$ cat config.mk
export PLATFORM = sky130hd
export DESIGN_NAME = substring_presence_matcher_core
export DESIGN_NICKNAME = d
export VERILOG_FILES = /design/src/design/spm_pkg.sv /design/src/design/spm_text.sv /design/src/design/spm_match.sv /design/src/design/substring_presence_matcher_core.sv
export SDC_FILE = /design/constraint.sdc
export NUM_CORES = 1
export LEC_CHECK = 0
export ABC_AREA = 1
export BUFFER_PORTS_ARGS = -buffer_cell sky130_fd_sc_hd__buf_2
export CORE_MARGIN = 3
export CORE_UTILIZATION = 40
export CTS_CLUSTER_DIAMETER = 60
export DETAILED_ROUTE_END_ITERATION = 8
export HOLD_SLACK_MARGIN = 0.1
export PLACE_DENSITY_LB_ADDON = 0.12
export SETUP_SLACK_MARGIN = 0.4
export SYNTH_ARGS = -nofsm -noshare
export SYNTH_HDL_FRONTEND = slang
export SYNTH_SLANG_ARGS = --single-unit
$ cat constraint.sdc
create_clock -name clk -period 2.6 [get_ports clk]
set_clock_uncertainty 0.05 [all_clocks]
set_input_delay 0.52 -clock clk [delete_from_list [all_inputs] [get_ports clk]]
set_output_delay 0.52 -clock clk [all_outputs]
set_load 0.02 [all_outputs]
$ cat src/design/spm_pkg.sv
// Package: shared request/result types and opcode codes for the substring matcher.
`timescale 1ns / 1ps
package spm_pkg;

  typedef enum logic {
    OP_TEXT = 1'b0,
    OP_WORD = 1'b1
  } op_t;

  typedef struct packed {
    op_t        opcode;
    logic [7:0] ch;
    logic       last;
  } in_t;

  typedef struct packed {
    logic found;
    logic overflow;
  } out_t;

endpackage

$ cat src/design/spm_text.sv
// Text store: holds the stored text and compares every position with the request character.
`timescale 1ns / 1ps
module spm_text #(
  parameter int MAX_LEN = 32
) (
  input  logic               clk,
  input  logic               rst_n,
  input  logic               req_vld,
  input  spm_pkg::in_t       req,
  output logic [MAX_LEN-1:0] match_vec,
  output logic               text_ovf
);

  localparam int LEN_W = $clog2(MAX_LEN + 1);
  localparam int IDX_W = (MAX_LEN > 1) ? $clog2(MAX_LEN) : 1;

  logic [7:0]       store_r [MAX_LEN];
  logic [LEN_W-1:0] len_r, len_nxt, base_len;
  logic             done_r, done_nxt;
  logic             ovf_r, ovf_nxt;
  logic             wr_en;
  logic             is_text;

  assign is_text  = req_vld && (req.opcode == spm_pkg::OP_TEXT);
  assign base_len = done_r ? '0 : len_r;
  assign wr_en    = is_text && (base_len < LEN_W'(MAX_LEN));

  always_comb begin
    len_nxt  = len_r;
    ovf_nxt  = ovf_r;
    done_nxt = done_r;
    if (is_text) begin
      done_nxt = req.last;
      if (wr_en) begin
        len_nxt = base_len + LEN_W'(1);
        ovf_nxt = done_r ? 1'b0 : ovf_r;
      end else begin
        len_nxt = base_len;
        ovf_nxt = 1'b1;
      end
    end else if (req_vld) begin
      // a candidate character closes any open text
      done_nxt = 1'b1;
    end
  end

  always_ff @(posedge clk) begin
    if (!rst_n) begin
      len_r  <= '0;
      done_r <= 1'b1;
      ovf_r  <= 1'b0;
    end else begin
      len_r  <= len_nxt;
      done_r <= done_nxt;
      ovf_r  <= ovf_nxt;
    end
  end

  always_ff @(posedge clk) begin
    for (int i = 0; i < MAX_LEN; i++) begin
      if (wr_en && (base_len[IDX_W-1:0] == IDX_W'(i))) begin
        store_r[i] <= req.ch;
      end
    end
  end

  always_comb begin
    for (int i = 0; i < MAX_LEN; i++) begin
      match_vec[i] = (LEN_W'(i) < len_r) && (store_r[i] == req.ch);
    end
  end

  assign text_ovf = ovf_r;

endmodule

$ cat src/design/spm_match.sv
// Matcher: alive bit per start offset, candidate position and result decision.
`timescale 1ns / 1ps
module spm_match #(
  parameter int MAX_LEN = 32
) (
  input  logic               clk,
  input  logic               rst_n,
  input  logic               req_vld,
  input  spm_pkg::in_t       req,
  input  logic [MAX_LEN-1:0] match_vec,
  input  logic               text_ovf,
  output logic               res_vld,
  output spm_pkg::out_t      res
);

  localparam int LEN_W = $clog2(MAX_LEN + 1);

  logic [LEN_W-1:0]   pos_r, pos_nxt;
  logic [MAX_LEN-1:0] alive_r, alive_nxt, alive_upd;
  logic               povf_r, povf_nxt, povf_upd;
  logic               is_word;
  logic               in_range;

  assign is_word  = req_vld && (req.opcode == spm_pkg::OP_WORD);
  assign in_range = pos_r < LEN_W'(MAX_LEN);

  // offset o survives if text[o + pos] matches; shift fills past the text end with zeros
  assign alive_upd = in_range ? (alive_r & (match_vec >> pos_r)) : alive_r;
  assign povf_upd  = povf_r || !in_range;

  always_comb begin
    pos_nxt   = pos_r;
    alive_nxt = alive_r;
    povf_nxt  = povf_r;
    res_vld   = 1'b0;
    res       = '0;
    if (req_vld) begin
      if (!is_word || req.last) begin
        pos_nxt   = '0;
        alive_nxt = '1;
        povf_nxt  = 1'b0;
      end else begin
        pos_nxt   = in_range ? pos_r + LEN_W'(1) : pos_r;
        alive_nxt = alive_upd;
        povf_nxt  = povf_upd;
      end
      if (is_word && req.last) begin
        res_vld      = 1'b1;
        res.overflow = text_ovf || povf_upd;
        res.found    = (|alive_upd) && !(text_ovf || povf_upd);
      end
    end
  end

  always_ff @(posedge clk) begin
    if (!rst_n) begin
      pos_r   <= '0;
      alive_r <= '1;
      povf_r  <= 1'b0;
    end else begin
      pos_r   <= pos_nxt;
      alive_r <= alive_nxt;
      povf_r  <= povf_nxt;
    end
  end

endmodule

$ cat src/design/substring_presence_matcher_core.sv
// Top level: substring presence matcher with registered result stage.
//
//   channel | ports                          | moves
//   --------+--------------------------------+------------------------------
//   input   | in_valid, in_ready, in_payload | text or candidate characters
//   result  | out_valid, out_ready, out_payload | found / overflow per candidate
//
// One request per cycle while in_ready is high; all offsets are compared in parallel.
// A result appears in the output register in the cycle after the last candidate
// character is accepted. in_ready drops only while a result waits unread.
// Synchronous active-low reset clears text length and result valid and sets all alive bits.
`timescale 1ns / 1ps
module substring_presence_matcher_core #(
  parameter int MAX_LEN = 32
) (
  input  logic          clk,
  input  logic          rst_n,
  input  logic          in_valid,
  output logic          in_ready,
  input  spm_pkg::in_t  in_payload,
  output logic          out_valid,
  input  logic          out_ready,
  output spm_pkg::out_t out_payload
);

  logic               acc;
  logic [MAX_LEN-1:0] match_vec;
  logic               text_ovf;
  logic               res_vld;
  spm_pkg::out_t      res;
  logic               out_valid_r, out_valid_nxt;
  spm_pkg::out_t      out_payload_r;

  assign in_ready = !out_valid_r || out_ready;
  assign acc      = in_valid && in_ready;

  spm_text #(.MAX_LEN(MAX_LEN)) u_text (
    .clk       (clk),
    .rst_n     (rst_n),
    .req_vld   (acc),
    .req       (in_payload),
    .match_vec (match_vec),
    .text_ovf  (text_ovf)
  );

  spm_match #(.MAX_LEN(MAX_LEN)) u_match (
    .clk       (clk),
    .rst_n     (rst_n),
    .req_vld   (acc),
    .req       (in_payload),
    .match_vec (match_vec),
    .text_ovf  (text_ovf),
    .res_vld   (res_vld),
    .res       (res)
  );

  always_comb begin
    out_valid_nxt = out_valid_r;
    if (acc && res_vld) begin
      out_valid_nxt = 1'b1;
    end else if (out_ready) begin
      out_valid_nxt = 1'b0;
    end
  end

  always_ff @(posedge clk) begin
    if (!rst_n) begin
      out_valid_r <= 1'b0;
    end else begin
      out_valid_r <= out_valid_nxt;
    end
  end

  always_ff @(posedge clk) begin
    if (acc && res_vld) begin
      out_payload_r <= res;
    end
  end

  assign out_valid   = out_valid_r;
  assign out_payload = out_payload_r;

  a_found_clean: assert property (@(posedge clk) disable iff (!rst_n)
    out_valid_r |-> !(out_payload_r.found && out_payload_r.overflow))
    else $error("found raised together with overflow");

  a_word_end_result: assert property (@(posedge clk) disable iff (!rst_n)
    (acc && in_payload.opcode == spm_pkg::OP_WORD && in_payload.last) |=> out_valid_r)
    else $error("candidate end gave no result");

  a_no_spurious: assert property (@(posedge clk) disable iff (!rst_n)
    (acc && !(in_payload.opcode == spm_pkg::OP_WORD && in_payload.last) && out_ready)
      |=> !out_valid_r)
    else $error("result without candidate end");

endmodule

==> results.json <==
{
  "drt-total-wl_mm": 54.24,
  "io_pins": 18,
  "finalHoldViolCount": 0,
  "slew_viol_final": 0,
  "cts_buffers": 39,
  "fin_area_um2": 22400,
  "htree_levels": 2,
  "dieArea_um2": 45140,
  "grt_pass1_wl_mm": 83.66,
  "pwr_density_cell_nw_per_um2": 532.7,
  "grt_max_degree": 44,
  "first_global_vias": 14290,
  "ys_ff_latch": 306,
  "synth_edf_count": 258,
  "p_leak_nw": 9.661,
  "drt_pass1_iterations": 5,
  "tns_ns": -0.01244,
  "first_iter_violations": 1184,
  "die_w_um": 212.5,
  "placed_area_um2": 19690,
  "final_nets": 2417,
  "power.share.switching_pct": 24.66,
  "syn_area_um2": 17050,
  "tightest_slew_ns": 0.5252,
  "final.fill_count": 3933,
  "areaGrowthSynthToFinish_pct": 31.39,
  "synth_cell_type_count": 46,
  "relSlewSlack_pct": 64.72,
  "hpwl_mm": 38.25,
  "internal-power_mw": 8.990,
  "ys.flop_type": "edfxtp_1",
  "worstSetupStartpointType": "register",
  "whs_ns": 0.1632,
  "detail_route.wl_per_cell_um": 18.34,
  "status": "finished with violations",
  "io_buffers": 17,
  "num_antenna_cells": 0,
  "worstPathRequired_ns": 2.85,
  "track_usage_pct": 24.24,
  "rsz0062_at_grt": "yes",
  "min_period_ns": 2.612,
  "cts_hold_buf": 0,
  "cts_tree": "yes",
  "clk_pin_slew_ns": 0.06,
  "dpl_worst_slack_ns": -0.6454,
  "core-area_um2": 42040,
  "drcViolationCount": 0,
  "failed_checks": "negative setup slack",
  "fp.dieH_um": 212.5,
  "worstSkewPairLatency_ns": 0.55,
  "ant_nets": 0,
  "critical_path_class": "register to register",
  "irDropWorstVdd_mv": 0.7632,
  "syn_avg_cell_area_um2": 7.839,
  "vias": 15030,
  "cp.arrival_ns": 2.86,
  "grt_antenna_before_repair": 0,
  "pwr-share-comb_pct": 11.4,
  "async_reset_ff_share_pct": 0,
  "rows": 75,
  "seqPwrFrac_pct": 45.1,
  "gp_routability_congestion": 0.8960,
  "worst_slack_ns": -0.01244,
  "maxCapViolCount": 0,
  "syn_inst": 2175,
  "final_common_cell": "nand2_1",
  "min_path_type": "input port to register",
  "cts-root-buf": "clkbuf_16",
  "final-setup-viol-count": 1,
  "synthesis.nets": 2196,
  "viasPerCell": 5.082,
  "drive_gt1_share_pct": 26.62,
  "final_cell_mix": "733 x nand2_1, 258 x edfxtp_1, 195 x buf_4",
  "cp_max_fo": 7,
  "initial_core_util_pct": 40.55,
  "clk_path_buf_depth": 3,
  "period_share_pct": 100.5,
  "fmax_mhz": 382.8,
  "grt_overflow": 0,
  "net-switching-power_mw": 2.943,
  "cts.sinks": 306,
  "worstSetupEndpointType": "register",
  "p_clk_share_pct": 43.4,
  "ys_warn_count": 0,
  "ys_seq_area_share_pct": 51.08
}
[stage by stage]
stage | util, % | power [mW] | std cells
2_1_floorplan | - | 6.122 | 2175
3_5_place_dp | 46.82 | 6.711 | 2867
4_1_cts | 50.70 | 11.94 | 2939
5_1_grt | 53.28 | 12.38 | 2958
6_report | 53.28 | 11.93 | 2958
3_3_place_gp | 46.82 | 6.701 | 2867
[state kept, by name (all words and copies together) (netlist names)]
signal / flops
u_text.done_r: 1
u_text.len_r: 6
u_text.store_r: 256
out_payload: 2
out_valid: 1
u_text.text_ovf: 1
u_match.povf_r: 1
u_match.alive_r: 32
u_match.pos_r: 6
[cells in the mapped netlist, types with 3 or more instances]
cell type	number	share of area, %
nand2_1	847	19
edfxtp_1	258	45
nor2_1	238	5.2
nand3_1	213	6.3
inv_1	185	4.1
xnor2_1	69	3.5
a21oi_1	51	1.5
dfxtp_1	48	5.6
buf_2	42	1.2
xor2_1	34	1.7
clkbuf_1	29	0.64
nand4_1	27	0.99
nor3_1	16	0.47
o21ai_0	16	0.47
buf_4	14	0.62
inv_2	9	0.20
clkinv_1	8	0.18
o21ai_1	8	0.23
ha_1	7	0.51
nor2_2	6	0.22
a211oi_1	4	0.18
and2_1	4	0.15
nand3b_1	4	0.18
a21oi_2	3	0.15
buf_1	3	0.066
nand2_2	3	0.11
nor2b_1	3	0.11
or2_2	3	0.11
[area by class of cell]
type,count,area (µm²),share of cell area [%]
Clock buffer,49,1035,4.619
Multi-Input combinational cell,1575,8457,37.75
Sequential cell,306,8728,38.97
Timing Repair Buffer,271,2570,11.47
Tap cell,539,674.4,3.011
Inverter,203,775.7,3.463
Clock inverter,15,160.2,0.7150
[power groups by stage]
stage / Combinational [mW] / Sequential (mW) / Clock [mW]
2_1_floorplan: 0.640 / 5.48 / 0
3_3_place_gp: 1.21 / 5.49 / 0
3_5_place_dp: 1.22 / 5.49 / 0
4_1_cts: 1.27 / 5.39 / 5.29
5_1_grt: 1.49 / 5.39 / 5.50
6_report: 1.37 / 5.39 / 5.18
[logic make-up after synthesis]
logic type               after synthesis  synth area share [%]
buffers and inverters                294                 7.199
XOR/XNOR                             103                 5.291
AO/OA/AOI/OAI                         92                 3.024
adder cells (fa/ha/maj)                7                0.5137
flip-flops                           306                 51.08
AND/OR/NAND/NOR                     1373                 32.89
[repair_timing]
item,in CTS,in global routing
gates resized for setup,108,229
gates cloned,0,0
pin swaps,35,105
setup endpoints to repair,77,118
setup buffers,8,19
[routing by layer]
metal / vias to the layer above / routed length [µm] / global-route usage (%)
li1: 7424 / - / -
met1: 7130 / 24470 / 34.07
met2: 387 / 25210 / 39.40
met3: 93 / 3038 / 3.128
met4: 0 / 1526 / 7.158
met5: - / 0 / 0
[final timing paths]
kind	from	to	slack (ns)	depth (start not counted)
worst min-delay path	rst_n	u_text.done_r$_SDFFE_PN1P_	0.16	2
worst max register to register	u_text.len_r[2]$_SDFFE_PN0P_	out_payload[1]$_SDFFCE_PN0P_	-0.01	18
worst min register to register	u_match.alive_r[29]$_SDFFE_PN1P_	u_match.alive_r[29]$_SDFFE_PN1P_	0.41	1
worst max-delay path	u_text.len_r[2]$_SDFFE_PN0P_	out_payload[1]$_SDFFCE_PN0P_	-0.01	18
[worst max-delay path, stage by stage, from the launching register on]
cell and delay, ns:
dfxtp_4 0.36, buf_4 0.14, nor2_4 0.15, buf_6 0.15, nand2_8 0.08, nor2_4 0.11
nor3_1 0.06, nand3_1 0.17, nand3_1 0.14, nand3_1 0.11, nand3_1 0.11, nand3_1 0.12
nand3_2 0.07, nand2_1 0.10, nand2_2 0.08, nor2_4 0.11, nand2_2 0.07, nor2_4 0.11
a21oi_2 0.05
No activity file was read; power rests on OpenSTA's default activity.
